===== src/hw/rtl/i2crm_pkg.sv =====
// ----------------------------------------------------------------------------
// i2crm_pkg: shared types and constants of the I2C register read master
// Payload structs of the tick and result channels, line phase codes and
// configuration register indexes.
// ----------------------------------------------------------------------------
package i2crm_pkg;

  // configuration port
  localparam int unsigned CfgIdxW  = 2;
  localparam int unsigned CfgDataW = 17;

  localparam logic [CfgIdxW-1:0] CFG_DEVICE_ADDRESS = 2'd0;
  localparam logic [CfgIdxW-1:0] CFG_STRETCH_LIMIT  = 2'd1;

  localparam logic [6:0]  DEVICE_ADDRESS_RST = 7'h15;
  localparam logic [16:0] STRETCH_LIMIT_RST  = 17'd100000;

  // line phases of the bus sequencer
  typedef enum logic [4:0] {
    PH_IDLE    = 5'd0,
    PH_ST_SCL  = 5'd1,
    PH_ST_REL  = 5'd2,
    PH_ST_WAIT = 5'd3,
    PH_WB_SDA  = 5'd4,
    PH_WB_SCLH = 5'd5,
    PH_WB_WAIT = 5'd6,
    PH_AK_REL  = 5'd7,
    PH_AK_SCLH = 5'd8,
    PH_AK_WAIT = 5'd9,
    PH_RB_SCLH = 5'd10,
    PH_RB_WAIT = 5'd11,
    PH_MA_SDA  = 5'd12,
    PH_MA_SCLH = 5'd13,
    PH_MA_WAIT = 5'd14,
    PH_MA_REL  = 5'd15,
    PH_SP_SDA  = 5'd16,
    PH_SP_SCLH = 5'd17,
    PH_SP_WAIT = 5'd18
  } phase_e;

  // one tick
  typedef struct packed {
    logic       command;
    logic [7:0] reg_address;
    logic [7:0] byte_count;
    logic       scl_in;
    logic       sda_in;
  } in_item_t;

  // one result
  typedef struct packed {
    logic       scl_drive_low;
    logic       sda_drive_low;
    logic       busy_res;
    logic       read_valid;
    logic [7:0] read_byte;
    logic       last_byte;
    logic       nack_seen;
  } out_item_t;

  // configuration write
  typedef struct packed {
    logic                we;
    logic [CfgIdxW-1:0]  index;
    logic [CfgDataW-1:0] wdata;
  } cfg_wr_t;

endpackage


===== src/hw/rtl/i2crm_stream_if.sv =====
// ----------------------------------------------------------------------------
// i2crm_stream_if: valid/ready channels of the I2C register read master
// i2crm_in_if carries ticks, i2crm_out_if carries results.
// ----------------------------------------------------------------------------
interface i2crm_in_if;
  import i2crm_pkg::*;

  logic     valid;
  logic     ready;
  in_item_t payload;

  modport source (output valid, output payload, input ready);
  modport sink   (input valid, input payload, output ready);
endinterface

interface i2crm_out_if;
  import i2crm_pkg::*;

  logic      valid;
  logic      ready;
  out_item_t payload;

  modport source (output valid, output payload, input ready);
  modport sink   (input valid, input payload, output ready);
endinterface


===== src/hw/rtl/i2crm_core.sv =====
// ----------------------------------------------------------------------------
// i2crm_core: bus sequencer of the I2C register read master
// Holds configuration and sequencer state; each accepted tick advances by at
// most one line phase and yields one result.
// ----------------------------------------------------------------------------
module i2crm_core (
  input  logic                 clk_i,
  input  logic                 rst_ni,
  input  i2crm_pkg::cfg_wr_t   cfg_i,
  input  logic                 step_i,
  input  i2crm_pkg::in_item_t  item_i,
  output i2crm_pkg::out_item_t res_o
);
  import i2crm_pkg::*;

  // transaction segments
  localparam logic [1:0] SegDevWr  = 2'd0;
  localparam logic [1:0] SegRegAdr = 2'd1;
  localparam logic [1:0] SegDevRd  = 2'd2;
  localparam logic [1:0] SegData   = 2'd3;

  logic [6:0]  dev_addr_q;
  logic [16:0] stretch_limit_q;

  phase_e      phase_q, phase_d;
  logic [3:0]  bit_index_q, bit_index_d;
  logic [7:0]  shift_q, shift_d;
  logic [7:0]  bytes_left_q, bytes_left_d;
  logic [7:0]  held_reg_q, held_reg_d;
  logic        bus_started_q, bus_started_d;
  logic [16:0] stretch_q, stretch_d;
  logic        nack_q, nack_d;
  logic [1:0]  segment_q, segment_d;
  logic        drv_scl_q, drv_scl_d;
  logic        drv_sda_q, drv_sda_d;

  logic [16:0] stretch_inc;
  logic        wait_done;
  logic [16:0] stretch_wait;
  logic [3:0]  bit_next;
  logic [7:0]  bytes_dec;
  logic        rd_valid;
  logic        rd_last;
  logic [7:0]  rd_byte;

  // configuration registers
  always_ff @(posedge clk_i or negedge rst_ni) begin
    if (!rst_ni) begin
      dev_addr_q      <= DEVICE_ADDRESS_RST;
      stretch_limit_q <= STRETCH_LIMIT_RST;
    end else if (cfg_i.we) begin
      if (cfg_i.index == CFG_DEVICE_ADDRESS) begin
        dev_addr_q <= cfg_i.wdata[6:0];
      end else if (cfg_i.index == CFG_STRETCH_LIMIT) begin
        stretch_limit_q <= cfg_i.wdata;
      end
    end
  end

  // SCL-high wait: ends on SCL high or when the stretch limit runs out
  assign stretch_inc  = stretch_q + 17'd1;
  assign wait_done    = item_i.scl_in || (stretch_inc >= stretch_limit_q);
  assign stretch_wait = wait_done ? 17'd0 : stretch_inc;
  assign bit_next     = bit_index_q + 4'd1;
  assign bytes_dec    = bytes_left_q - 8'd1;

  // next state for one tick
  always_comb begin
    phase_d       = phase_q;
    bit_index_d   = bit_index_q;
    shift_d       = shift_q;
    bytes_left_d  = bytes_left_q;
    held_reg_d    = held_reg_q;
    bus_started_d = bus_started_q;
    stretch_d     = stretch_q;
    nack_d        = nack_q;
    segment_d     = segment_q;
    drv_scl_d     = drv_scl_q;
    drv_sda_d     = drv_sda_q;
    rd_valid      = 1'b0;
    rd_last       = 1'b0;
    rd_byte       = 8'd0;
    if (step_i) begin
      case (phase_q)
        PH_IDLE: begin
          if (item_i.command) begin
            held_reg_d   = item_i.reg_address;
            bytes_left_d = item_i.byte_count;
            nack_d       = 1'b0;
            segment_d    = SegDevWr;
            stretch_d    = 17'd0;
            if (bus_started_q) begin
              phase_d = PH_ST_REL;
            end else begin
              drv_sda_d = 1'b1;
              phase_d   = PH_ST_SCL;
            end
          end
        end
        PH_ST_REL: begin
          drv_sda_d = 1'b0;
          drv_scl_d = 1'b0;
          phase_d   = PH_ST_WAIT;
        end
        PH_ST_WAIT: begin
          stretch_d = stretch_wait;
          if (wait_done) begin
            drv_sda_d = 1'b1;
            phase_d   = PH_ST_SCL;
          end
        end
        PH_ST_SCL: begin
          drv_scl_d     = 1'b1;
          bus_started_d = 1'b1;
          shift_d       = {dev_addr_q, (segment_q == SegDevRd)};
          bit_index_d   = 4'd0;
          phase_d       = PH_WB_SDA;
        end
        PH_WB_SDA: begin
          drv_sda_d = ~shift_q[7];
          phase_d   = PH_WB_SCLH;
        end
        PH_WB_SCLH: begin
          drv_scl_d = 1'b0;
          phase_d   = PH_WB_WAIT;
        end
        PH_WB_WAIT: begin
          stretch_d = stretch_wait;
          if (wait_done) begin
            drv_scl_d   = 1'b1;
            shift_d     = {shift_q[6:0], 1'b0};
            bit_index_d = bit_next;
            phase_d     = bit_next[3] ? PH_AK_REL : PH_WB_SDA;
          end
        end
        PH_AK_REL: begin
          drv_sda_d = 1'b0;
          phase_d   = PH_AK_SCLH;
        end
        PH_AK_SCLH: begin
          drv_scl_d = 1'b0;
          phase_d   = PH_AK_WAIT;
        end
        PH_AK_WAIT: begin
          stretch_d = stretch_wait;
          if (wait_done) begin
            if (item_i.sda_in) begin
              nack_d = 1'b1;
            end
            drv_scl_d = 1'b1;
            // move on to the next segment of the transaction
            if (segment_q == SegDevWr) begin
              segment_d   = SegRegAdr;
              shift_d     = held_reg_q;
              bit_index_d = 4'd0;
              phase_d     = PH_WB_SDA;
            end else if (segment_q == SegRegAdr) begin
              segment_d = SegDevRd;
              phase_d   = PH_ST_REL;
            end else begin
              segment_d   = SegData;
              bit_index_d = 4'd0;
              shift_d     = 8'd0;
              phase_d     = (bytes_left_q == 8'd0) ? PH_SP_SDA : PH_RB_SCLH;
            end
          end
        end
        PH_RB_SCLH: begin
          drv_sda_d = 1'b0;
          drv_scl_d = 1'b0;
          phase_d   = PH_RB_WAIT;
        end
        PH_RB_WAIT: begin
          stretch_d = stretch_wait;
          if (wait_done) begin
            shift_d     = {shift_q[6:0], item_i.sda_in};
            drv_scl_d   = 1'b1;
            bit_index_d = bit_next;
            if (bit_next[3]) begin
              rd_valid = 1'b1;
              rd_byte  = {shift_q[6:0], item_i.sda_in};
              rd_last  = (bytes_left_q == 8'd1);
              phase_d  = PH_MA_SDA;
            end else begin
              phase_d = PH_RB_SCLH;
            end
          end
        end
        PH_MA_SDA: begin
          // ACK all bytes but the last, which gets NACK
          drv_sda_d = (bytes_left_q != 8'd1);
          phase_d   = PH_MA_SCLH;
        end
        PH_MA_SCLH: begin
          drv_scl_d = 1'b0;
          phase_d   = PH_MA_WAIT;
        end
        PH_MA_WAIT: begin
          stretch_d = stretch_wait;
          if (wait_done) begin
            drv_scl_d    = 1'b1;
            bytes_left_d = bytes_dec;
            phase_d      = (bytes_dec == 8'd0) ? PH_SP_SDA : PH_MA_REL;
          end
        end
        PH_MA_REL: begin
          drv_sda_d   = 1'b0;
          bit_index_d = 4'd0;
          shift_d     = 8'd0;
          phase_d     = PH_RB_SCLH;
        end
        PH_SP_SDA: begin
          drv_sda_d = 1'b1;
          phase_d   = PH_SP_SCLH;
        end
        PH_SP_SCLH: begin
          drv_scl_d = 1'b0;
          phase_d   = PH_SP_WAIT;
        end
        PH_SP_WAIT: begin
          stretch_d = stretch_wait;
          if (wait_done) begin
            drv_sda_d     = 1'b0;
            drv_scl_d     = 1'b0;
            bus_started_d = 1'b0;
            phase_d       = PH_IDLE;
          end
        end
        default: begin
          drv_sda_d = 1'b0;
          drv_scl_d = 1'b0;
          phase_d   = PH_IDLE;
        end
      endcase
    end
  end

  // result of this tick
  always_comb begin
    res_o.scl_drive_low = drv_scl_d;
    res_o.sda_drive_low = drv_sda_d;
    res_o.busy_res      = (phase_d != PH_IDLE);
    res_o.read_valid    = rd_valid;
    res_o.read_byte     = rd_byte;
    res_o.last_byte     = rd_last;
    res_o.nack_seen     = nack_d;
  end

  // sequencer state
  always_ff @(posedge clk_i or negedge rst_ni) begin
    if (!rst_ni) begin
      phase_q       <= PH_IDLE;
      bit_index_q   <= 4'd0;
      shift_q       <= 8'd0;
      bytes_left_q  <= 8'd0;
      held_reg_q    <= 8'd0;
      bus_started_q <= 1'b0;
      stretch_q     <= 17'd0;
      nack_q        <= 1'b0;
      segment_q     <= SegDevWr;
      drv_scl_q     <= 1'b0;
      drv_sda_q     <= 1'b0;
    end else begin
      phase_q       <= phase_d;
      bit_index_q   <= bit_index_d;
      shift_q       <= shift_d;
      bytes_left_q  <= bytes_left_d;
      held_reg_q    <= held_reg_d;
      bus_started_q <= bus_started_d;
      stretch_q     <= stretch_d;
      nack_q        <= nack_d;
      segment_q     <= segment_d;
      drv_scl_q     <= drv_scl_d;
      drv_sda_q     <= drv_sda_d;
    end
  end

endmodule


===== src/hw/rtl/i2crm_out_buf.sv =====
// ----------------------------------------------------------------------------
// i2crm_out_buf: result register with skid stage
// Holds up to two results so a new tick is taken while a result waits.
// ----------------------------------------------------------------------------
module i2crm_out_buf (
  input  logic                 clk_i,
  input  logic                 rst_ni,
  input  logic                 push_i,
  input  i2crm_pkg::out_item_t data_i,
  output logic                 ready_o,
  output logic                 valid_o,
  input  logic                 ready_i,
  output i2crm_pkg::out_item_t data_o
);
  import i2crm_pkg::*;

  logic      out_valid_q;
  out_item_t out_data_q;
  logic      skid_valid_q;
  out_item_t skid_data_q;
  logic      pop;

  assign pop     = out_valid_q && ready_i;
  assign ready_o = !skid_valid_q;
  assign valid_o = out_valid_q;
  assign data_o  = out_data_q;

  // valid flags
  always_ff @(posedge clk_i or negedge rst_ni) begin
    if (!rst_ni) begin
      out_valid_q  <= 1'b0;
      skid_valid_q <= 1'b0;
    end else if (skid_valid_q) begin
      if (pop) begin
        skid_valid_q <= 1'b0;
      end
    end else if (push_i) begin
      if (out_valid_q && !pop) begin
        skid_valid_q <= 1'b1;
      end
      out_valid_q <= 1'b1;
    end else if (pop) begin
      out_valid_q <= 1'b0;
    end
  end

  // payload
  always_ff @(posedge clk_i) begin
    if (skid_valid_q) begin
      if (pop) begin
        out_data_q <= skid_data_q;
      end
    end else if (push_i) begin
      if (out_valid_q && !pop) begin
        skid_data_q <= data_i;
      end else begin
        out_data_q <= data_i;
      end
    end
  end

endmodule


===== src/hw/rtl/i2c_register_read_master_top.sv =====
// ----------------------------------------------------------------------------
// i2c_register_read_master_top: open-drain I2C master for register reads
// Top level: sequencer core plus result buffer on valid/ready channels.
// ----------------------------------------------------------------------------
// Each tick transaction on in_i samples SCL and SDA and advances the bus
// sequence by at most one line phase; it yields exactly one result on out_o.
// A tick is accepted every cycle while the skid entry is free: the sequencer
// step is one pass of logic between the state registers and the result
// register, and a two-entry result buffer (register plus skid) lets ticks
// keep flowing while a result waits. in_i.ready drops only when both entries
// are full. A start command given while busy is taken as a plain tick.
// Configuration writes are registered and belong to idle time.
module i2c_register_read_master_top (
  input  logic                            clk_i,
  input  logic                            rst_ni,
  input  logic                            cfg_we_i,
  input  logic [i2crm_pkg::CfgIdxW-1:0]   cfg_index_i,
  input  logic [i2crm_pkg::CfgDataW-1:0]  cfg_wdata_i,
  i2crm_in_if.sink                        in_i,
  i2crm_out_if.source                     out_o
);
  import i2crm_pkg::*;

  cfg_wr_t   cfg;
  out_item_t res;
  logic      buf_ready;
  logic      accept;

  assign cfg.we    = cfg_we_i;
  assign cfg.index = cfg_index_i;
  assign cfg.wdata = cfg_wdata_i;

  assign in_i.ready = buf_ready;
  assign accept     = in_i.valid && buf_ready;

  i2crm_core u_core (
    .clk_i  (clk_i),
    .rst_ni (rst_ni),
    .cfg_i  (cfg),
    .step_i (accept),
    .item_i (in_i.payload),
    .res_o  (res)
  );

  i2crm_out_buf u_out_buf (
    .clk_i   (clk_i),
    .rst_ni  (rst_ni),
    .push_i  (accept),
    .data_i  (res),
    .ready_o (buf_ready),
    .valid_o (out_o.valid),
    .ready_i (out_o.ready),
    .data_o  (out_o.payload)
  );

endmodule


===== src/flat_wrapper.sv =====
// flat-port wrapper written by rule: the top's interface ports become plain ports
module i2c_register_read_master_top_flat import i2crm_pkg::*;
  (clk_i, rst_ni, cfg_we_i, cfg_index_i, cfg_wdata_i, in_i_valid, in_i_payload, in_i_ready, out_o_valid, out_o_payload, out_o_ready);
  i2crm_in_if in_i_i ();
  i2crm_out_if out_o_i ();
  input  logic clk_i;
  input  logic rst_ni;
  input  logic cfg_we_i;
  input  logic [i2crm_pkg::CfgIdxW-1:0] cfg_index_i;
  input  logic [i2crm_pkg::CfgDataW-1:0] cfg_wdata_i;
  input wire logic [$bits(in_i_i.valid)-1:0] in_i_valid;
  input wire logic [$bits(in_i_i.payload)-1:0] in_i_payload;
  output wire logic [$bits(in_i_i.ready)-1:0] in_i_ready;
  output wire logic [$bits(out_o_i.valid)-1:0] out_o_valid;
  output wire logic [$bits(out_o_i.payload)-1:0] out_o_payload;
  input wire logic [$bits(out_o_i.ready)-1:0] out_o_ready;
  assign in_i_i.valid = in_i_valid;
  assign in_i_i.payload = in_i_payload;
  assign in_i_ready = in_i_i.ready;
  assign out_o_valid = out_o_i.valid;
  assign out_o_payload = out_o_i.payload;
  assign out_o_i.ready = out_o_ready;
  i2c_register_read_master_top u_core (.clk_i(clk_i), .rst_ni(rst_ni), .cfg_we_i(cfg_we_i), .cfg_index_i(cfg_index_i), .cfg_wdata_i(cfg_wdata_i), .in_i(in_i_i), .out_o(out_o_i));
endmodule

===== config.mk =====
export PLATFORM = sky130hd
export DESIGN_NAME = i2c_register_read_master_top_flat
export DESIGN_NICKNAME = d
export VERILOG_FILES = /design/src/hw/rtl/i2crm_pkg.sv /design/src/hw/rtl/i2crm_stream_if.sv /design/src/hw/rtl/i2crm_core.sv /design/src/hw/rtl/i2crm_out_buf.sv /design/src/hw/rtl/i2c_register_read_master_top.sv /design/src/flat_wrapper.sv
export SDC_FILE = /design/constraint.sdc
export NUM_CORES = 1
export LEC_CHECK = 0
export BUFFER_PORTS_ARGS = -buffer_cell sky130_fd_sc_hd__buf_4
export CORE_UTILIZATION = 30
export DETAILED_ROUTE_END_ITERATION = 7
export PLACE_DENSITY = 0.54
export SLEW_MARGIN = 20
export SYNTH_ARGS = -nofsm -noshare
export SYNTH_HDL_FRONTEND = slang
export SYNTH_SLANG_ARGS = --single-unit

===== constraint.sdc =====
create_clock -name clk_i -period 3.9 [get_ports clk_i]
set_clock_uncertainty 0.05 [all_clocks]
set_input_delay 0.975 -clock clk_i [delete_from_list [all_inputs] [get_ports clk_i]]
set_output_delay 0.975 -clock clk_i [all_outputs]
set_load 0.03 [all_outputs]

# Word level (Yosys, flattened, before mapping)
# Index checks and enable logic that the tools add are counted.
# totals
register_bits,110
elab_cells,181
output_inout_bits,16
# classes
reduce_logical,38
n_mux,74
n_addsub,3
eq_ne,33
n_bitwise,3
n_lt_le_gt_ge,1
# ops
operator,count
$pmux 5 s19,1
$mux 8,10
$mux 5,12
$mux 14,4
$eq 5x4->1 const B,8
$pmux 8 s5,1
$mux 17,2
$pmux 17 s2,1
$mux 1,26
$eq 5x3->1 const B,4
$reduce_and 3->1,6
$add 17x1->17 const B,1
$ge 17x17->1,1
$logic_not 8->1,2
$mux 4,4
$pmux 8 s2,1
$eq 5x5->1 const B,3
$ne 2x2->1 const B,7
$pmux 4 s3,1
$reduce_bool 2->1,6
$eq 5x2->1 const B,2
$mux 2,5
$reduce_bool 5->1,2
$reduce_or 9->1,1
29 further kinds,41

# Longest topological paths before layout
# logic_depth
word_depth,11
mapped_depth,16
depth_no_buf,15

# Modules after synthesis
# A second synthesis with hierarchy kept.
# unflattened
hier_cells,583
hier_area_um2,6045.8
# by_module_without_submodules
mod,instances,cells_per_inst,area_per_inst_um2,seq_area_each_um2
i2crm_core,1,527,4909.7,2013.2
i2crm_out_buf,1,55,1129.8,890.9
i2c_register_read_master_top,1,1,6.3,0.0

# Least setup slack after synthesis
# Ideal clock, no wire load.
# synth_timing
path_type,flip-flop to flip-flop
from,register u_core.u_core.stretch_q[0]
to,"register u_core.u_out_buf.out_data_q, in the netlist u_core.u_out_buf.data_o[11], data pin"
path_stages_with_launch,16
path_buffers,2
setup_time_ns,0.287
required_ns,3.563
t_arrival_ns,3.664
setup_slack_ns,-0.100
cell_sequence,dfrtp_1 > ha_1 > nand3_1 > nor3_1 > and4_1 > and3_1 > xor2_1 > ha_1 > a211oi_1 > o21a_1 > clkbuf_1 > o21a_1 > buf_4 > a21boi_0 > a221oi_1 > a41oi_1
# synth_between
elab_chain_len,10
# synth_lines
element,line_no,rtl
from (decl),i2crm_core.sv:31,"logic [16:0] stretch_q, stretch_d;"
from (signal assigned),i2crm_core.sv:270,stretch_q <= stretch_d;
$add 17x1->17 (*),i2crm_core.sv:61,assign stretch_inc = stretch_q + 17'd1;
$ge 17x17->1 (*),i2crm_core.sv:62,assign wait_done = item_i.scl_in || (stretch_inc >= stretch_limit_q);
$logic_or 1x1->1 (*),i2crm_core.sv:62,
"$mux 5, or another cell as far along",i2crm_core.sv:222,if (wait_done) begin
$pmux 5 s19 (*),i2crm_core.sv:84,case (phase_q)
$mux 5 (*),i2crm_core.sv:83,if (step_i) begin
$reduce_bool 5->1 (*),i2crm_core.sv:242,res_o.busy_res = (phase_d != PH_IDLE);
$mux 14 (*),i2crm_out_buf.sv:54,if (out_valid_q && !pop) begin
$mux 14 (*),i2crm_out_buf.sv:53,end else if (push_i) begin
$mux 14 (*),i2crm_out_buf.sv:49,if (skid_valid_q) begin
to (signal assigned),i2crm_out_buf.sv:51,out_data_q <= skid_data_q;
to (signal assigned),i2crm_out_buf.sv:57,out_data_q <= data_i;
to (decl),i2crm_out_buf.sv:18,out_item_t out_data_q;
# Mark *: on every way between the ends. The rest lies on a longest branch, timed or not. The select of a mux whose other input is x is not followed.
# A chain may end at the register's enable or synchronous reset.

# Worst setup path in the final report
# layout_timing
from,register u_core.u_core.stretch_q[1]
to,"register u_core.u_out_buf.out_data_q, in the netlist u_core.u_out_buf.data_o[11], data pin"
# The elaborated chain is that of the path after synthesis.

==> impl_metrics.py <==
metrics = {
    "outcome": {
        "outcome": "completed",
    },
    "synth": {
        "synth_top_cell_area_share_pct": 29.0,
        "yosys_warnings": 0,
        "ys_ff_latch": 110,
        "avgSynthCellArea_sq_um": 9.84,
        "syn_area_sq_um": 6290,
        "synth-seq-area-share_pct": 46.2,
        "synth_fp_nets": 704,
        "synth_cell_type_count": 70,
        "ys.flop_type": "dfrtp_1",
        "synth_top_cells_by_area": "dfrtp_1 (29%), edfxtp_1 (13%), mux2_2 (6.3%), o21ai_0 (4.5%), ha_1 (4.4%)",
        "postSynthCellCount": 639,
        "synth_top_area_cell": "dfrtp_1",
        "ys_async_sr_fraction_pct": 74.5,
        "synth_edf_count": 28,
    },
    "cts": {
        "clock_latency_ps": 360,
        "root_buffer": "clkbuf_16",
        "cts_tree": "yes",
        "htree_levels": 3,
        "cts_num_sinks": 110,
        "clkSlewWorstSetupHoldPaths_ps": 80,
        "clock_path_buffers": 2,
        "numCtsBuffers": 9,
    },
    "placement": {
        "portBuffers": 58,
        "dp_hpwl_microns": 11100,
        "post-place-ws_ps": 51.5,
        "gp_congestion": 0.936,
    },
    "grt": {
        "grt_use_met2_pct": 23.7,
        "track_usage_pct": 15.0,
        "grt.busiest_layer": "met2",
        "antenna_found_initial": 0,
        "use_met3_pct": 3.57,
        "grt_pass1_wl_microns": 25700,
        "use_met1_pct": 20.5,
        "grt_overflow": 0,
        "grt_pass1_vias": 4867,
        "grt_max_degree": 66,
    },
    "sta": {
        "timing.final.ws_setup_ps": 153,
        "fmax_mhz": 267,
        "worstMarginPinSlew_ps": 1010,
        "finalSetupViolCount": 0,
        "slew_viol_final": 0,
        "fin_crit_sh_pct": 96.1,
        "hold_viol_final": 0,
        "period_minus_slack_ps": 3750,
        "slew_headroom_pct": 32.7,
        "rsz0062_at_grt": "yes",
    },
    "layout": {
        "layout.nets": 773,
        "seq_area_sq_um": 2900,
        "final_util_pct": 36.8,
        "multi_input_area_sq_um": 3130,
        "nFillCells": 2035,
        "antenna_cells": 0,
        "synthToLayoutAreaGrowth_pct": 19.3,
        "drive_above_1_share_pct": 25.1,
    },
    "floorplanning": {
        "core_sq_um": 20400,
        "start_util_pct": 30.9,
        "fp.dieArea_sq_um": 21500,
        "num_io_pins": 59,
        "die_x_microns": 147,
        "die_height_microns": 147,
        "std_cell_rows": 52,
    },
    "worst_setup_path": {
        "reg2reg_depth": 15,
        "timing.rr.end": "u_core.u_out_buf.data_o[11]$_DFFE_PP_",
        "critical_path.cell_chain": "ha_1 -> nand3_2 -> buf_4 -> nor2_1 -> xor2_1 -> ha_1 -> nand4_1 -> a2111oi_4 -> a221oi_4 -> buf_4 -> a211oi_2 -> o221ai_2 -> a221oi_2 -> buf_4 -> a41oi_1",
        "reg2reg_from": "u_core.u_core.stretch_q[1]$_DFFE_PN0P_",
        "slowest_stage": "a2111oi_4",
        "startpoint_type": "flop",
        "worstPathRequired_ps": 3950,
        "critical_path_class": "reg2reg",
        "worst-r2r-setup-slack_ps": 150,
        "cp_max_fo": 8,
        "cp.arrival_ps": 3790,
        "cp_common_cell": "buf_4",
        "cp-end-kind": "flop",
        "crit_path_start": "u_core.u_core.stretch_q[1]$_DFFE_PN0P_",
        "critPathMaxStageDelay_ps": 400,
    },
    "detailed_routing": {
        "viasPerCell": 5.14,
        "vias": 5056,
        "remaining_drc_errors": 0,
        "ant_nets": 0,
        "drt_pass1_iterations": 5,
        "wirelength_microns": 15600,
        "dr.first_iter.drc_count": 370,
        "wl_per_cell_microns": 15.9,
    },
    "worst_hold_path": {
        "hold_end": "u_core.u_core.stretch_limit_q[13]$_DFFE_PN0P_",
        "min_path_cells": 1,
        "hold_path_class": "reg2reg",
        "hold_start": "u_core.u_core.stretch_limit_q[13]$_DFFE_PN0P_",
    },
    "pwr": {
        "total_power_w": 0.00480,
        "vdd_drop_max_v": 0.000253,
        "power.density_nw_per_um2": 640,
        "p_leak_nw": 3.22,
    },
    "flow_run": {
        "drv_cap": 0,
    },
}
==> where the power goes <==
group / internal, W / total (W) / switching [W]
combinational: 0.000773 / 0.00204 / 0.00126
clock: 0.000451 / 0.000916 / 0.000465
sequential: 0.00157 / 0.00185 / 0.000284
==> cell usage after synthesis (8+ instances only) <==
master	n
dfrtp_1	73
nor2_1	61
o21ai_0	57
nand2_1	45
inv_1	44
a21oi_1	35
mux2_2	35
edfxtp_1	28
ha_1	22
clkbuf_1	20
nor3_1	17
nand3_1	14
xor2_1	11
a31oi_1	9
dfstp_2	9
o31ai_2	9
xnor2_1	8
==> worst max path at each step <==
stage	to	slack, ps	depth (start not counted)
final	u_core.u_out_buf.data_o[11]$_DFFE_PP_	150	15
after global routing	u_core.u_out_buf.data_o[11]$_DFFE_PP_	-110	15
after CTS	u_core.u_out_buf.data_o[11]$_DFFE_PP_	40	16
after detailed placement	u_core.u_out_buf.data_o[11]$_DFFE_PP_	50	16
after global placement	u_core.u_out_buf.data_o[11]$_DFFE_PP_	100	15
after floorplan	u_core.u_out_buf.data_o[11]$_DFFE_PP_	10	15
==> flip-flops by register name, summed over array words and instances (netlist names), 2 cells and up <==
register	flops
u_core.u_out_buf.skid_data_q	14
u_core.u_core.held_reg_q	8
u_core.u_core.phase_q	5
u_core.u_out_buf.data_o	14
u_core.u_core.shift_q	8
u_core.u_core.dev_addr_q	7
u_core.u_core.stretch_limit_q	17
u_core.u_core.stretch_q	17
u_core.u_core.segment_q	2
u_core.u_core.bit_index_q	4
u_core.u_core.bytes_left_q	8
==> logic make-up after synthesis <==
kind of cell             Yosys count  synth area share, %
AO/OA/AOI/OAI                    182                 20.2
AND/OR/NAND/NOR                  194                 15.2
adder cells (fa/ha/maj)           22                 4.38
multiplexers                      36                 6.43
buffers and inverters             76                 4.89
XOR/XNOR                          19                 2.65
flip-flops                       110                 46.2
==> cells in the final DEF, fill, tap and decap left out, types with 11 or more instances in the layout <==
master    count
a21oi_1      35
buf_4        89
dfrtp_1      73
edfxtp_1     28
ha_1         22
inv_1        44
mux2_2       35
nand2_1      45
nand3_1      13
nor2_1       61
nor3_1       16
o21ai_0      56
xor2_1       11
==> critical path, delay by kind of cell, from the launching register on <==
family / cells / cell delay, ps
compound gates: 6 / 1410
xor+xnor: 1 / 110
fa+ha+maj: 2 / 530
buf+inv: 3 / 520
flops: 1 / 390
simple gates: 3 / 470
==> metrics by stage <==
| step | instance area (sq um) | TNS, ps | instances | hold WS (ps) |
|---|---|---|---|---|
| after global placement | 7160 | 0 | 967 | 440 |
| after CTS | 7450 | 0 | 983 | 463 |
| after detailed placement | 7160 | 0 | 967 | 445 |
| after floorplan | 6290 | 0 | 639 | 424 |
| final | 7500 | 0 | 983 | 459 |
| after global routing | 7500 | -340 | 983 | 478 |
==> final cells by class <==
| class | count | area share, % |
|---|---|---|
| clock buffer | 9 | 3.00 |
| clock inverter | 7 | 0.851 |
| inverter | 45 | 2.25 |
| multi-input combinational | 453 | 41.8 |
| sequential | 110 | 38.7 |
| tap | 270 | 4.50 |
| timing repair buffer | 89 | 8.91 |
==> what timing repair did <==
item                       CTS  global route
hold buffers                 0             0
resized for setup            0            12
setup endpoints to repair    0            46
setup buffers                0             0
==> routing by layer <==
metal  up-vias  share of wire, %
li1       2467                 -
met4         0               1.8
met5         -                 0
met1      2437                48
met3        19               4.2
met2       133                46
(Power assumes the default switching activity.)
